<file path="config.mk">
export PLATFORM = sky130hd
export DESIGN_NAME = bencode_stream_tokenizer_top
export DESIGN_NICKNAME = d
export VERILOG_FILES = /design/src/hw/rtl/bst_pkg.sv /design/src/hw/rtl/bst_ram.sv /design/src/hw/rtl/bencode_stream_tokenizer_top.sv
export SDC_FILE = /design/constraint.sdc
export NUM_CORES = 1
export LEC_CHECK = 0
export ABC_AREA = 1
export BUFFER_PORTS_ARGS = -buffer_cell sky130_fd_sc_hd__buf_2
export CORE_UTILIZATION = 54
export CTS_CLUSTER_SIZE = 40
export DETAILED_ROUTE_END_ITERATION = 16
export PLACE_DENSITY = 0.79
export SYNTH_ARGS = -nofsm -noshare
export SYNTH_HDL_FRONTEND = slang
export SYNTH_SLANG_ARGS = --single-unit
</file>
<file path="constraint.sdc">
create_clock -name clk -period 11.1 [get_ports clk]
set_clock_uncertainty 0.15 [all_clocks]
set_input_delay 0.555 -clock clk [delete_from_list [all_inputs] [get_ports clk]]
set_output_delay 0.555 -clock clk [all_outputs]
set_load 0.02 [all_outputs]
</file>
<file path="src/hw/rtl/bst_pkg.sv">
`default_nettype none
package bst_pkg;

	localparam int MAX_NESTING = 32;
	localparam int NEST_W      = 6;
	localparam int STACK_AW    = $clog2(MAX_NESTING);
	localparam int ENTRY_W     = 2;

	// stack entry: bit 0 = dictionary, bit 1 = key seen, value awaited
	localparam logic [ENTRY_W-1:0] ENT_LIST    = 2'b00;
	localparam logic [ENTRY_W-1:0] ENT_DICT    = 2'b01;
	localparam logic [ENTRY_W-1:0] ENT_VAL_BIT = 2'b10;

	localparam logic [2:0] TK_INT       = 3'd0;
	localparam logic [2:0] TK_STR_START = 3'd1;
	localparam logic [2:0] TK_STR_BYTE  = 3'd2;
	localparam logic [2:0] TK_LIST      = 3'd3;
	localparam logic [2:0] TK_DICT      = 3'd4;
	localparam logic [2:0] TK_END       = 3'd5;
	localparam logic [2:0] TK_ERROR     = 3'd6;

	localparam logic [2:0] ERR_NONE      = 3'd0;
	localparam logic [2:0] ERR_BAD_CHAR  = 3'd1;
	localparam logic [2:0] ERR_LEAD_ZERO = 3'd2;
	localparam logic [2:0] ERR_TRUNC     = 3'd3;
	localparam logic [2:0] ERR_TOO_DEEP  = 3'd4;
	localparam logic [2:0] ERR_OVERFLOW  = 3'd5;

	localparam logic [7:0] CH_I     = 8'h69;
	localparam logic [7:0] CH_L     = 8'h6C;
	localparam logic [7:0] CH_D     = 8'h64;
	localparam logic [7:0] CH_E     = 8'h65;
	localparam logic [7:0] CH_COLON = 8'h3A;
	localparam logic [7:0] CH_MINUS = 8'h2D;
	localparam logic [7:0] CH_ZERO  = 8'h30;
	localparam logic [7:0] CH_NINE  = 8'h39;

	localparam logic [63:0] POS_LIMIT = 64'h7FFF_FFFF_FFFF_FFFF;
	localparam logic [63:0] NEG_LIMIT = 64'h8000_0000_0000_0000;

	typedef enum logic [5:0] {
		PH_VALUE     = 6'b000001,
		PH_INT_START = 6'b000010,
		PH_INT_BODY  = 6'b000100,
		PH_INT_ZERO  = 6'b001000,
		PH_STR_LEN   = 6'b010000,
		PH_STR_BODY  = 6'b100000
	} phase_t;

endpackage
`default_nettype wire

</file>
<file path="src/hw/rtl/bst_ram.sv">
`default_nettype none
module bst_ram #(
	parameter int WIDTH = 2,
	parameter int DEPTH = 32
) (
	input  wire logic                     clk,
	input  wire logic                     we,
	input  wire logic [$clog2(DEPTH)-1:0] waddr,
	input  wire logic [WIDTH-1:0]         wdata,
	input  wire logic [$clog2(DEPTH)-1:0] raddr,
	output logic      [WIDTH-1:0]         rdata
);

	logic [WIDTH-1:0] mem [DEPTH];

	always_ff @(posedge clk) begin
		if (we) begin
			mem[waddr] <= wdata;
		end
		rdata <= mem[raddr];
	end

endmodule
`default_nettype wire

</file>
<file path="src/hw/rtl/bencode_stream_tokenizer_top.sv">
`default_nettype none
// Bencode tokenizer: one stream byte per input word (byte_value, last_byte) on a
// valid/ready channel; at most one token word per input on the output channel
// (token_kind, is_key, token_value, nest_level, value_done, error_code).
// Integers come out at their closing 'e', strings as a start token with the
// length followed by one token per byte; 'l'/'d' give open tokens, 'e' an end.
// Each token is registered: it is presented the cycle after its byte is taken.
// Throughput: one byte per cycle unless the output stalls; each byte gets its
// parse step (compare, shift-add by ten, 68-bit limit compare) and any push/pop.
// The top of the container stack sits in a register; entries below it live in
// a small RAM with registered read that is always prefetched at the entry below
// the top, with a bypass for the cycle right after a push.
// Reset: asynchronous, returns to "expecting a new value" at depth 0; the
// stack RAM needs no clearing since only entries below the depth are read.
// Stall: the output word register holds while out_ready is low; a new byte is
// still taken in the same cycle the pending word is taken. Bytes that make no
// token pass through without touching the output.
// Any error token restarts parsing from an empty state.
module bencode_stream_tokenizer_top (
	input  wire logic               clk,
	input  wire logic               arst_n,
	input  wire logic               in_valid,
	output logic                    in_ready,
	input  wire logic [7:0]         byte_value,
	input  wire logic               last_byte,
	output logic                    out_valid,
	input  wire logic               out_ready,
	output logic [2:0]              token_kind,
	output logic                    is_key,
	output logic signed [63:0]      token_value,
	output logic [bst_pkg::NEST_W-1:0] nest_level,
	output logic                    value_done,
	output logic [2:0]              error_code
);

	localparam int NW = bst_pkg::NEST_W;
	localparam int AW = bst_pkg::STACK_AW;
	localparam int EW = bst_pkg::ENTRY_W;

	bst_pkg::phase_t phase_q, phase_d;
	logic [63:0]   acc_q, acc_d;
	logic          neg_q, neg_d;
	logic          has_dig_q, has_dig_d;
	logic [62:0]   left_q, left_d;
	logic [NW-1:0] nest_q, nest_d, nest_next;
	logic [EW-1:0] top_q, top_d;

	logic          fwd_q;
	logic [EW-1:0] fwd_data_q;
	logic [EW-1:0] ram_rdata;
	logic [EW-1:0] below;

	logic          out_valid_q;
	logic [2:0]    kind_q;
	logic          key_q;
	logic [63:0]   value_q;
	logic [NW-1:0] level_q;
	logic          done_q;
	logic [2:0]    err_q;

	logic          accept;
	logic          push;
	logic          emit;
	logic [2:0]    kind;
	logic          key;
	logic [63:0]   value;
	logic          done;
	logic [2:0]    err;

	logic          digit;
	logic [3:0]    dval;
	logic [67:0]   acc_x10;
	logic [63:0]   limit;
	logic          over;
	logic          in_dict;
	logic          want_key;
	logic          want_val;
	logic          cur_key;
	logic [AW-1:0] ram_raddr;
	logic [AW-1:0] ram_waddr;

	assign in_ready = out_ready || !out_valid_q;
	assign accept   = in_valid && in_ready;

	assign below = fwd_q ? fwd_data_q : ram_rdata;

	assign digit   = byte_value inside {[bst_pkg::CH_ZERO:bst_pkg::CH_NINE]};
	assign dval    = byte_value[3:0];
	assign limit   = (neg_q && phase_q != bst_pkg::PH_STR_LEN) ? bst_pkg::NEG_LIMIT
	                                                         : bst_pkg::POS_LIMIT;
	// acc*10 + d as (acc<<3) + (acc<<1) + d
	assign acc_x10 = ({4'd0, acc_q} << 3) + ({4'd0, acc_q} << 1) + {64'd0, dval};
	assign over    = acc_x10 > {4'd0, limit};

	assign in_dict  = (nest_q != '0) && top_q[0];
	assign want_key = in_dict && !top_q[1];
	assign want_val = in_dict && top_q[1];
	assign cur_key  = want_key;

	always_comb begin
		phase_d   = phase_q;
		acc_d     = acc_q;
		neg_d     = neg_q;
		has_dig_d = has_dig_q;
		left_d    = left_q;
		nest_d    = nest_q;
		top_d     = top_q;
		push      = 1'b0;
		emit      = 1'b0;
		kind      = bst_pkg::TK_INT;
		key       = 1'b0;
		value     = '0;
		done      = 1'b0;
		err       = bst_pkg::ERR_NONE;

		case (phase_q)
			bst_pkg::PH_VALUE: begin
				if (byte_value == bst_pkg::CH_E) begin
					if (nest_q == '0 || want_val) begin
						err = bst_pkg::ERR_BAD_CHAR;
					end else begin
						// pop: entry below becomes top, then the value it held ends
						nest_d = nest_q - NW'(1);
						top_d  = below;
						if (nest_d == '0) begin
							done = 1'b1;
						end else if (below[0]) begin
							top_d = below ^ bst_pkg::ENT_VAL_BIT;
						end
						emit = 1'b1;
						kind = bst_pkg::TK_END;
					end
				end else if (digit) begin
					acc_d   = {60'd0, dval};
					phase_d = bst_pkg::PH_STR_LEN;
				end else if (want_key) begin
					err = bst_pkg::ERR_BAD_CHAR;
				end else if (byte_value == bst_pkg::CH_I) begin
					acc_d     = '0;
					neg_d     = 1'b0;
					has_dig_d = 1'b0;
					phase_d   = bst_pkg::PH_INT_START;
				end else if (byte_value inside {bst_pkg::CH_L, bst_pkg::CH_D}) begin
					if (nest_q >= NW'(bst_pkg::MAX_NESTING)) begin
						err = bst_pkg::ERR_TOO_DEEP;
					end else begin
						push   = (nest_q != '0);
						top_d  = (byte_value == bst_pkg::CH_D) ? bst_pkg::ENT_DICT
						                                       : bst_pkg::ENT_LIST;
						nest_d = nest_q + NW'(1);
						emit   = 1'b1;
						kind   = (byte_value == bst_pkg::CH_D) ? bst_pkg::TK_DICT
						                                       : bst_pkg::TK_LIST;
					end
				end else begin
					err = bst_pkg::ERR_BAD_CHAR;
				end
			end
			bst_pkg::PH_INT_START, bst_pkg::PH_INT_BODY: begin
				if (phase_q == bst_pkg::PH_INT_START && byte_value == bst_pkg::CH_MINUS) begin
					neg_d   = 1'b1;
					phase_d = bst_pkg::PH_INT_BODY;
				end else if (byte_value == bst_pkg::CH_ZERO && !has_dig_q) begin
					if (neg_q) begin
						err = bst_pkg::ERR_LEAD_ZERO;
					end else begin
						phase_d = bst_pkg::PH_INT_ZERO;
					end
				end else if (digit) begin
					if (over) begin
						err = bst_pkg::ERR_OVERFLOW;
					end else begin
						acc_d     = acc_x10[63:0];
						has_dig_d = 1'b1;
						phase_d   = bst_pkg::PH_INT_BODY;
					end
				end else if (byte_value == bst_pkg::CH_E && has_dig_q) begin
					phase_d = bst_pkg::PH_VALUE;
					emit    = 1'b1;
					kind    = bst_pkg::TK_INT;
					value   = neg_q ? (64'd0 - acc_q) : acc_q;
					if (nest_q == '0) begin
						done = 1'b1;
					end else if (top_q[0]) begin
						top_d = top_q ^ bst_pkg::ENT_VAL_BIT;
					end
				end else begin
					err = bst_pkg::ERR_BAD_CHAR;
				end
			end
			bst_pkg::PH_INT_ZERO: begin
				if (byte_value == bst_pkg::CH_E) begin
					phase_d = bst_pkg::PH_VALUE;
					emit    = 1'b1;
					kind    = bst_pkg::TK_INT;
					if (nest_q == '0) begin
						done = 1'b1;
					end else if (top_q[0]) begin
						top_d = top_q ^ bst_pkg::ENT_VAL_BIT;
					end
				end else begin
					err = bst_pkg::ERR_LEAD_ZERO;
				end
			end
			bst_pkg::PH_STR_LEN: begin
				if (digit) begin
					if (over) begin
						err = bst_pkg::ERR_OVERFLOW;
					end else begin
						acc_d = acc_x10[63:0];
					end
				end else if (byte_value == bst_pkg::CH_COLON) begin
					left_d = acc_q[62:0];
					emit   = 1'b1;
					kind   = bst_pkg::TK_STR_START;
					key    = cur_key;
					value  = acc_q;
					if (acc_q == '0) begin
						phase_d = bst_pkg::PH_VALUE;
						if (nest_q == '0) begin
							done = 1'b1;
						end else if (top_q[0]) begin
							top_d = top_q ^ bst_pkg::ENT_VAL_BIT;
						end
					end else begin
						phase_d = bst_pkg::PH_STR_BODY;
					end
				end else begin
					err = bst_pkg::ERR_BAD_CHAR;
				end
			end
			bst_pkg::PH_STR_BODY: begin
				left_d = left_q - 63'd1;
				emit   = 1'b1;
				kind   = bst_pkg::TK_STR_BYTE;
				key    = cur_key;
				value  = {56'd0, byte_value};
				if (left_d == '0) begin
					phase_d = bst_pkg::PH_VALUE;
					if (nest_q == '0) begin
						done = 1'b1;
					end else if (top_q[0]) begin
						top_d = top_q ^ bst_pkg::ENT_VAL_BIT;
					end
				end
			end
			default: begin
				err = bst_pkg::ERR_BAD_CHAR;
			end
		endcase

		if (err == bst_pkg::ERR_NONE && last_byte &&
		    !(phase_d == bst_pkg::PH_VALUE && nest_d == '0)) begin
			err = bst_pkg::ERR_TRUNC;
		end

		if (err != bst_pkg::ERR_NONE) begin
			phase_d   = bst_pkg::PH_VALUE;
			acc_d     = '0;
			neg_d     = 1'b0;
			has_dig_d = 1'b0;
			left_d    = '0;
			nest_d    = '0;
			push      = 1'b0;
			emit      = 1'b1;
			kind      = bst_pkg::TK_ERROR;
			key       = 1'b0;
			value     = '0;
			done      = 1'b0;
		end
	end

	// prefetch the entry just below the next top
	assign nest_next = accept ? nest_d : nest_q;
	assign ram_raddr = AW'(nest_next - NW'(2));
	assign ram_waddr = AW'(nest_q - NW'(1));

	bst_ram #(
		.WIDTH(EW),
		.DEPTH(bst_pkg::MAX_NESTING)
	) u_stack_ram (
		.clk  (clk),
		.we   (accept && push),
		.waddr(ram_waddr),
		.wdata(top_q),
		.raddr(ram_raddr),
		.rdata(ram_rdata)
	);

	always_ff @(posedge clk or negedge arst_n) begin
		if (!arst_n) begin
			phase_q     <= bst_pkg::PH_VALUE;
			acc_q       <= '0;
			neg_q       <= 1'b0;
			has_dig_q   <= 1'b0;
			left_q      <= '0;
			nest_q      <= '0;
			top_q       <= bst_pkg::ENT_LIST;
			fwd_q       <= 1'b0;
			out_valid_q <= 1'b0;
		end else begin
			// a push writes the old top at the address read this cycle
			fwd_q <= accept && push;
			if (accept) begin
				phase_q     <= phase_d;
				acc_q       <= acc_d;
				neg_q       <= neg_d;
				has_dig_q   <= has_dig_d;
				left_q      <= left_d;
				nest_q      <= nest_d;
				top_q       <= top_d;
				out_valid_q <= emit;
			end else if (out_ready) begin
				out_valid_q <= 1'b0;
			end
		end
	end

	always_ff @(posedge clk) begin
		fwd_data_q <= top_q;
		if (accept && emit) begin
			kind_q  <= kind;
			key_q   <= key;
			value_q <= value;
			level_q <= nest_d;
			done_q  <= done;
			err_q   <= err;
		end
	end

	assign out_valid   = out_valid_q;
	assign token_kind  = kind_q;
	assign is_key      = key_q;
	assign token_value = value_q;
	assign nest_level  = level_q;
	assign value_done  = done_q;
	assign error_code  = err_q;

endmodule
`default_nettype wire
</file>
Yosys cells after proc, flatten, opt, wreduce, memory -nomap -nowiden

Memory sizes are Yosys's and may differ from the RTL's. A register that Yosys moved wholly into a read port is not among the register bits.
Cells that the tools add are included.

Bitwise logic cells: 2
Reduce and logical (&&, ||, !) cells: 40
Mux-type cells: 160
$add $sub $neg: 7
Order comparisons: 4
Eq/ne operators: 43

Operator list:

| cell                    | count |
|---|---|
| $mux W64                | 17 |
| $pmux W64 S3            | 2 |
| $mux W63                | 3 |
| $mux W6                 | 26 |
| $pmux W63 S2            | 1 |
| $add A67 B65 Y68        | 1 |
| $add A68 B4 Y68         | 1 |
| $gt A68 B64 Y1          | 1 |
| $logic_not A64 Y1       | 1 |
| $sub A1 B64 Y64 const A | 1 |
| $logic_not A63 Y1       | 1 |
| $sub A63 B1 Y63 const B | 1 |
| $mux W3                 | 20 |
| $mux W1                 | 59 |
| $ne A3 B3 Y1 const B    | 17 |
| $mux W2                 | 23 |
| $eq A8 B7 Y1 const B    | 4 |
| $pmux W6 S5             | 1 |
| $eq A8 B6 Y1 const B    | 3 |
| $logic_not A6 Y1        | 3 |
| $ne A2 B2 Y1 const B    | 9 |
| $reduce_and A17 Y1      | 1 |
| $pmux W3 S5             | 1 |
| $logic_and A1 B1 Y1     | 14 |
| other kinds (31)        | 45 |

Register bits: 225
Input port bits: 13
Memories kept: 1
Bits in writable memories: 64
Output and inout bits: 80
Logic and storage cells: 273

Memory list:

| name            | depth | width | rd ports | clocked after memory_dff | wr ports | RTL line      | source |
|---|---|---|---|---|---|---|---|
| u_stack_ram.mem | 32    | 2     | 1        | 1                        | 1        | bst_ram.sv:14 | `logic [WIDTH-1:0] mem [DEPTH];` |

Logic depth before layout (Yosys ltp)

Gate-level depths: netlist of the first run.

Depth in word-level cells: 19
Mapped depth: 54
Gate-level depth less buffers: 52

Cells and area by module

A second synthesis of the first run with hierarchy kept.

Cells, all modules: 3,732
Area, all modules: 25,142.9 um^2

Modules (own cells, without submodules):

| module                       | area an instance (um^2) | times used | cells an instance |
|---|---|---|---|
| bencode_stream_tokenizer_top | 22,236.3                | 1          | 3,463 |
| bst_ram                      | 2,906.5                 | 1          | 269 |

Least setup slack after synthesis of the first run

Ideal clock, no wire load.

Path type: register to register
From: reg neg_q
To: reg err_q[0] (netlist: error_code[0]), enable pin
Setup time: 0.432 ns
Data arrival time: 7.408 ns
Clock period less this slack: 7.990 ns
Cell stages (with the launch flop): 28
Slack: 3.110 ns
Buffers on the path: 4
Cell sequence: dfrtp_1 -> inv_1 -> clkbuf_1 -> clkbuf_1 -> nor2_1 -> ha_1 -> a21o_1 -> nor2_1 -> nand2_1 -> nand2_1 -> nand2_1 -> a21oi_1 -> nand2_1 -> nand2_1 -> nand2_1 -> nand2_1 -> nand2_1 -> nand2_1 -> nand3_4 -> a21oi_4 -> nand2_2 -> nor2_4 -> nand3_4 -> nand3_4 -> buf_8 -> clkbuf_1 -> o31ai_1 -> inv_1

Cells in the longest elaborated chain, start to end: 16
Elaborated cells between the ends (all ways): 26
Classes of those cells: order compare (1); eq/ne (1); mux (16); reduce/logical (8)

Ends and longest elaborated chain:

| item                   | RTL line                            | source |
|---|---|---|
| from (decl)            | bencode_stream_tokenizer_top.sv:42  | `logic neg_q, neg_d;` |
| from (signal assigned) | bencode_stream_tokenizer_top.sv:307 | `neg_q <= neg_d;` |
| $logic_and A1 B1 Y1    | bencode_stream_tokenizer_top.sv:89  | `assign limit = (neg_q && phase_q != bst_pkg::PH_STR_LEN) ? bst_pkg::NEG_LIMIT` |
| $mux W64               | bencode_stream_tokenizer_top.sv:89  |  |
| $gt A68 B64 Y1         | bencode_stream_tokenizer_top.sv:93  | `assign over = acc_x10 > {4'd0, limit};` |
| $mux W6                | bencode_stream_tokenizer_top.sv:170 | `if (over) begin` |
| $mux W6                | bencode_stream_tokenizer_top.sv:169 | `end else if (digit) begin` |
| $mux W6                | bencode_stream_tokenizer_top.sv:163 | `end else if (byte_value == bst_pkg::CH_ZERO && !has_dig_q) begin` |
| $mux W6                | bencode_stream_tokenizer_top.sv:160 | `if (phase_q == bst_pkg::PH_INT_START && byte_value == bst_pkg::CH_MINUS) begin` |
| $pmux W6 S5            | bencode_stream_tokenizer_top.sv:116 | `case (phase_q)` |
| $eq A6 B1 Y1           | bencode_stream_tokenizer_top.sv:253 | `!(phase_d == bst_pkg::PH_VALUE && nest_d == '0)) begin` |
| $logic_and A1 B1 Y1    | bencode_stream_tokenizer_top.sv:253 |  |
| $logic_not A1 Y1       | bencode_stream_tokenizer_top.sv:253 |  |
| $logic_and A1 B1 Y1    | bencode_stream_tokenizer_top.sv:252 | `if (err == bst_pkg::ERR_NONE && last_byte &&` |
| $mux W3 *              | bencode_stream_tokenizer_top.sv:252 |  |
| $reduce_bool A3 Y1 *   | bencode_stream_tokenizer_top.sv:257 | `if (err != bst_pkg::ERR_NONE) begin` |
| $mux W1 *              | bencode_stream_tokenizer_top.sv:257 |  |
| $logic_and A1 B1 Y1 *  | bencode_stream_tokenizer_top.sv:321 | `if (accept && emit) begin` |
| to (signal assigned)   | bencode_stream_tokenizer_top.sv:327 | `err_q <= err;` |
| to (decl)              | bencode_stream_tokenizer_top.sv:59  | `logic [2:0] err_q;` |

Mark *: on every way between the ends. The rest lies on a longest branch, timed or not.
A chain may end at the register's enable or synchronous reset.

Worst setup path in the final report of the first run

From: reg acc_q[11]
To: reg acc_q[23]

Cells in the longest elaborated chain, start to end: 16
Elaborated cells between the ends (all ways): 39
Classes of those cells: add/sub (2); order compare (1); eq/ne (6); mux (21); reduce/logical (9)

Ends and longest elaborated chain:

| item                                                 | RTL line                            | source |
|---|---|---|
| from (decl)                                          | bencode_stream_tokenizer_top.sv:41  | `logic [63:0] acc_q, acc_d;` |
| from (signal assigned)                               | bencode_stream_tokenizer_top.sv:293 | `acc_q <= '0;` |
| from (signal assigned)                               | bencode_stream_tokenizer_top.sv:306 | `acc_q <= acc_d;` |
| $add A67 B65 Y68                                     | bencode_stream_tokenizer_top.sv:92  | `assign acc_x10 = ({4'd0, acc_q} << 3) + ({4'd0, acc_q} << 1) + {64'd0, dval};` |
| $add A68 B4 Y68                                      | bencode_stream_tokenizer_top.sv:92  |  |
| $gt A68 B64 Y1                                       | bencode_stream_tokenizer_top.sv:93  |  |
| $mux W6                                              | bencode_stream_tokenizer_top.sv:170 |  |
| $mux W6                                              | bencode_stream_tokenizer_top.sv:169 |  |
| $mux W6                                              | bencode_stream_tokenizer_top.sv:163 |  |
| $mux W6                                              | bencode_stream_tokenizer_top.sv:160 |  |
| $pmux W6 S5                                          | bencode_stream_tokenizer_top.sv:116 |  |
| $eq A6 B1 Y1                                         | bencode_stream_tokenizer_top.sv:253 |  |
| $logic_and A1 B1 Y1                                  | bencode_stream_tokenizer_top.sv:253 |  |
| $logic_not A1 Y1                                     | bencode_stream_tokenizer_top.sv:253 |  |
| $logic_and A1 B1 Y1                                  | bencode_stream_tokenizer_top.sv:252 |  |
| $mux W3                                              | bencode_stream_tokenizer_top.sv:252 |  |
| $reduce_bool A3 Y1                                   | bencode_stream_tokenizer_top.sv:257 |  |
| $ne A4 B4 Y1 (no line), or another cell as far along | n/a                                 |  |
| $reduce_and A7 Y1 (no line)                          | n/a                                 |  |

Parallel ways exist; a longest one is shown, timed or not. The select of a mux whose other input is x is not followed.

==> impl_metrics.tcl, run 1 <==
set metrics [dict create \
    outcome "finished clean" \
    fp-row-count 78 \
    ant_nets 0 \
    first_global_vias 23041 \
    path_clk_slew_ns 0.07 \
    netlist_area_um2 25090 \
    syn_nets 3654 \
    grt_pass1_wl_um 122100 \
    hpwl_um 57780 \
    p_sw_frac 0.2949 \
    startpoint_type "register" \
    grt.met1_usage 0.4257 \
    cts_buffer_depth 3 \
    gp_congestion 1.036 \
    hold_viol 0 \
    whs_ns 0.1349 \
    synth-seq-cells 291 \
    power.switching_mw 0.8137 \
    die_area_um2 47330 \
    p_int_mw 1.945 \
    tightest_slew_ns 1.270 \
    drtIter0Drc 2370 \
    clockPowerShare 0.420 \
    min_period_ns 9.412 \
    post_drt_via_cell_ratio 5.920 \
    postPlaceCellArea_um2 25890 \
    criticalPathCategory "reg -> reg" \
    end_kind "register" \
    r2r_slack_ns 1.69 \
    busiest_layer "met2" \
    rsz0062_at_grt "no" \
    fin_tns_setup_ns 0 \
    drt_drc_violations_left 0 \
    fp.dieH_um 217.6 \
    diodes 0 \
    synth_async_sr_flop_share 0.4983 \
    clk-insertion-delay-late_ns 0.57 \
    synth_seq_area_share 0.3178 \
    vdd_drop_max_mv 0.1209 \
    htreeDepth 2 \
    pwr-share-seq 0.439 \
    ios 93 \
    grt_util_met2 0.5277 \
    core_area_um2 45580 \
    nFillCells 4248 \
    cts_tree "done" \
    cts-root-buf "clkbuf_16" \
    nets 3695 \
    final_util 0.5933 \
    synthDistinctLibCells 78 \
    wl_um 77770 \
    firstDrtPassIters 6 \
    design_area_um2 27040 \
    die_w_um 217.6 \
    grt.overflow.total 0 \
    worst_ep_arrival_time_ns 9.66 \
    cpMaxStageDelayCell "clkinv_4" \
    maxCapViolCount 0 \
    yosysWarnings 0 \
    cts.sink_count 291 \
    grt_start_max_net_pins 101 \
    required_ns 11.35 \
    synth_ff_type "dfrtp_1" \
    start_util 0.5506 \
    antenna_found_initial 0 \
    setup_viol 0 \
    io_buffers 92 \
    cp_max_fo 100 \
    syn_to_final_growth_pct 7.769 \
    cts_made_buffers 35 \
    min_path_type "in -> reg" \
    p_leak_nw 13.41 \
    pwr-share-comb 0.140 \
    power.density_nw_per_um2 102.0 \
    period_share 0.8479 \
    max_stage_delay_ns 1.05 \
    layout_common_cells "nand2_1, nor2_1, inv_1, a21oi_1, ha_1" \
    postSynthAreaPerCell_um2 7.299 \
    fmax_ghz 0.1063 \
    syn-instance-count 3438 \
    synth-edff-count 142 \
    slew-limit-headroom 0.1534 \
    grt.total_usage 0.3270 \
    ctsResizeCount 0 \
    drive_gt1_frac 0.1161 \
    dr_total_vias 24309 \
    use_met3 0.05621 \
    wire_per_inst_um 18.94 \
    layout_commonest_cell "nand2_1" \
    slew_violations 0 \
]
## logic make-up after synthesis
group / share of synthesized area
AO/OA/AOI/OAI: 0.1514
AND/OR/NAND/NOR: 0.3032
multiplexers: 0.001247
buffers and inverters: 0.08452
flip-flops: 0.3178
XOR/XNOR: 0.03999
adder cells (fa/ha/maj): 0.1018
## area by class of cell
cell class,count,area [um^2],area share
clock buffer,49,979.7,0.03623
clock inverter,15,163.9,0.006061
inverter,408,1539,0.05691
multi-input combinational,2633,15030,0.5558
sequential,291,7975,0.2949
tap,600,750.7,0.02776
timing repair buffer,110,604.3,0.02235
## per-layer routing
layer | routed length (um) | part of all wire | up-vias
met5 | 0 | 0 | -
met4 | 3872 | 0.050 | 0
met3 | 6456 | 0.083 | 264
met2 | 35350 | 0.45 | 1094
met1 | 32090 | 0.41 | 11321
li1 | - | - | 11630
## worst max-delay path, delay by kind of cell (launching register included)
| family | cells | cell delay, ns |
|---|---|---|
| adder cells (fa/ha/maj) | 3 | 0.99 |
| AO/OA/AOI/OAI | 10 | 2.31 |
| buffers and inverters | 3 | 1.23 |
| flip-flops | 1 | 0.57 |
| XOR/XNOR | 1 | 0.27 |
| AND/OR/NAND/NOR | 20 | 3.62 |
## Yosys cell counts, drive strengths merged (6+ instances only)
cell type  number  area (um^2)
nor3           40        267.8
clkbuf         65        244.0
or2            10        62.56
a22oi           6        45.04
o22ai           9        56.30
edfxtp        142         4264
o21ai         244         1446
o21bai          9        67.56
o31ai           9        67.56
o211ai         28        210.2
buf            41        340.3
a21oi         214         1097
nand2         864         3323
nand3         248         1519
nor2          440         1765
a21o           10        75.07
nand3b         26        198.9
o2111ai        42        367.9
inv           403         1513
xnor2          32        280.3
a31oi          18        112.6
xor2           80        723.2
nor4           23        171.4
dfrtp         144         3603
nand4          31        200.2
ha            201         2515
## registers in the layout, indices dropped and copies added, names as in the netlist, 3 cells and up
name,count
token_kind,3
u_stack_ram.mem,64
left_q,63
token_value,64
error_code,3
nest_level,6
nest_q,6
acc_q,64
phase_q,6
## power by group through the flow
| stage | combinational, mW | clock [mW] | sequential [mW] |
|---|---|---|---|
| floorplan | 0.244 | 0 | 1.25 |
| global placement | 0.374 | 0 | 1.23 |
| detailed placement | 0.379 | 0 | 1.23 |
| CTS | 0.381 | 1.16 | 1.21 |
| global route | 0.421 | 1.21 | 1.22 |
| finish | 0.387 | 1.16 | 1.21 |
## what timing repair did
item / in CTS / in global routing
hold buffers: 1 / 0
setup buffers: 0 / 0
endpoints found under the hold margin: 79 / 0
## through the flow
stage | setup slack, ns | total power [mW] | instances
after floorplan | 3.110 | 1.494 | 3438
after global placement | 2.010 | 1.607 | 4041
after detailed placement | 1.765 | 1.612 | 4041
after CTS | 1.965 | 2.757 | 4106
after global routing | 1.152 | 2.845 | 4106
final | 1.688 | 2.759 | 4106
## path summary, 6_finish.rpt
kind                                   end  cells past startpoint        from
min in group asynchronous        acc_q[12]                      2      arst_n
worst min-delay path             out_valid                      4   out_ready
worst max register to register   acc_q[23]                     37   acc_q[11]
worst max-delay path             acc_q[23]                     37   acc_q[11]
max in group asynchronous        acc_q[44]                      3      arst_n
worst min register to register  left_q[62]                      2  left_q[62]
No activity file was read; power rests on OpenSTA's default activity.
==> inputs of run 2 (changes only) <==
==> constraint.sdc (replaced) <==
create_clock -name clk -period 9 [get_ports clk]
set_clock_uncertainty 0.15 [all_clocks]
set_input_delay 0.45 -clock clk [delete_from_list [all_inputs] [get_ports clk]]
set_output_delay 0.45 -clock clk [all_outputs]
set_load 0.02 [all_outputs]
==> impl_metrics.tcl, run 2 (synthesis gave the netlist of run 1 again) <==
set metrics [dict create \
    outcome "finished clean" \
    hold_viol 0 \
    io_buffers 92 \
    reg2regPathDepth 40 \
    p_sw_frac 0.2945 \
    criticalPathCategory "reg -> reg" \
    dr_total_vias 24080 \
    cts_tree "done" \
    p_int_mw 2.422 \
    cpMostUsedCell "nand2_1" \
    min_path_type "in -> reg" \
    cpMaxStageDelayCell "dfrtp_1" \
    placed_cells 4047 \
    wire_per_inst_um 19.27 \
    start_util 0.5506 \
    hpwl_um 59990 \
    worst_ep_arrival_time_ns 8.46 \
    pwr-share-seq 0.437 \
    ant_nets 0 \
    cts_buffer_depth 3 \
    first_global_vias 23045 \
    cp_max_fo 60 \
    clk-insertion-delay-late_ns 0.56 \
    core_area_um2 45580 \
    power.switching_mw 1.011 \
    ios 93 \
    p_leak_nw 13.44 \
    fp-row-count 78 \
    drtIter0Drc 2213 \
    drt_drc_violations_left 0 \
    die_area_um2 47330 \
    path_clk_slew_ns 0.06 \
    firstDrtPassIters 5 \
    required_ns 9.28 \
    startpoint_type "register" \
    cts_made_buffers 35 \
    seqCellArea_um2 7975 \
    rsz0062_at_grt "no" \
    diodes 0 \
    layout_common_cells "nand2_1, nor2_1, inv_1, a21oi_1, ha_1" \
    pwr-share-comb 0.140 \
    setup_viol 0 \
    min_path_cells 4 \
    fp.dieH_um 217.6 \
    cts.sink_count 291 \
    slew-limit-headroom 0.2387 \
    maxCapViolCount 0 \
    vdd_drop_max_mv 0.1391 \
    fin_tns_setup_ns 0 \
    die_w_um 217.6 \
    wl_um 79250 \
    clockPowerShare 0.422 \
    htreeDepth 2 \
    grt.overflow.total 0 \
    grt.total_usage 0.3353 \
    nFillCells 4209 \
    syn_to_final_growth_pct 8.093 \
    antenna_found_initial 0 \
    tightest_slew_ns 1.142 \
    min_period_ns 8.175 \
    post_drt_via_cell_ratio 5.856 \
    grt_start_max_net_pins 85 \
    grt_pass1_wl_um 124400 \
    end_kind "register" \
    fmax_ghz 0.1223 \
    power.density_nw_per_um2 126.6 \
    whs_ns 0.03026 \
    slew_violations 0 \
    drive_gt1_frac 0.1179 \
    cts-root-buf "clkbuf_16" \
    finalNonFillerCells 4112 \
    multi_input_area_um2 15030 \
    max_stage_delay_ns 0.48 \
    nets 3701 \
    layout_commonest_cell "nand2_1" \
    finalPower_mw 3.434 \
    period_share 0.9083 \
    gp_congestion 1.024 \
]
==> run 2: final timing paths <==
kind	startpoint	end	slack, ns
max in group asynchronous	arst_n	acc_q[30]	6.86
hold reg to reg	left_q[62]	left_q[62]	0.37
setup reg to reg	acc_q[3]	acc_q[23]	0.83
min in group asynchronous	arst_n	acc_q[13]	0.39
hold / removal	out_ready	out_valid	0.03
setup / recovery	acc_q[3]	acc_q[23]	0.83
==> run 2: area by class of cell <==
type,count,area share
multi-input combinational,2633,0.5542
sequential,291,0.2940
inverter,408,0.05683
clock buffer,49,0.03570
tap,600,0.02768
timing repair buffer,116,0.02440
clock inverter,15,0.007150
==> run 2: power groups by stage <==
stage          sequential [mW]  combinational [mW]  clock [mW]
6_report                  1.50               0.482        1.45
5_1_grt                   1.51               0.527        1.52
4_1_cts                   1.50               0.474        1.46
3_5_place_dp              1.53               0.471           0
3_3_place_gp              1.53               0.464           0
2_1_floorplan             1.54               0.301           0
==> run 2: critical path, delay by kind of cell (launching register included) <==
kind                       cells  cell delay [ns]
buffers and inverters          3             0.89
and+or+nand+nor               25             3.35
AOI/OAI and AO/OA              8             1.95
adders and majority gates      3             1.01
xor gates and xnor gates       1             0.14
DFF                            1             0.48
==> run 2: layer usage <==
| metal | part of all wire | track usage | vias up |
|---|---|---|---|
| met5 | 0 | 0 | - |
| met4 | 0.042 | 0.1376 | 0 |
| met1 | 0.42 | 0.4358 | 11217 |
| met2 | 0.46 | 0.5489 | 984 |
| li1 | - | - | 11649 |
| met3 | 0.074 | 0.06039 | 230 |
==> run 2: repair_timing <==
item | CTS | global route
endpoints found under the hold margin | 78 | 0
hold buffers | 1 | 0
setup buffers | 0 | 0
endpoints found under the setup margin | 0 | 10
gates resized for setup | 0 | 3
==> run 2: through the flow <==
stage	worst slack, ns	util	instance area, um^2
6_report	0.8254	0.5951	27120
5_1_grt	0.05792	0.5951	27120
4_1_cts	0.9236	0.5950	27120
3_5_place_dp	0.7258	0.5693	25950
3_3_place_gp	0.8887	0.5693	25950
2_1_floorplan	1.010	-	25090
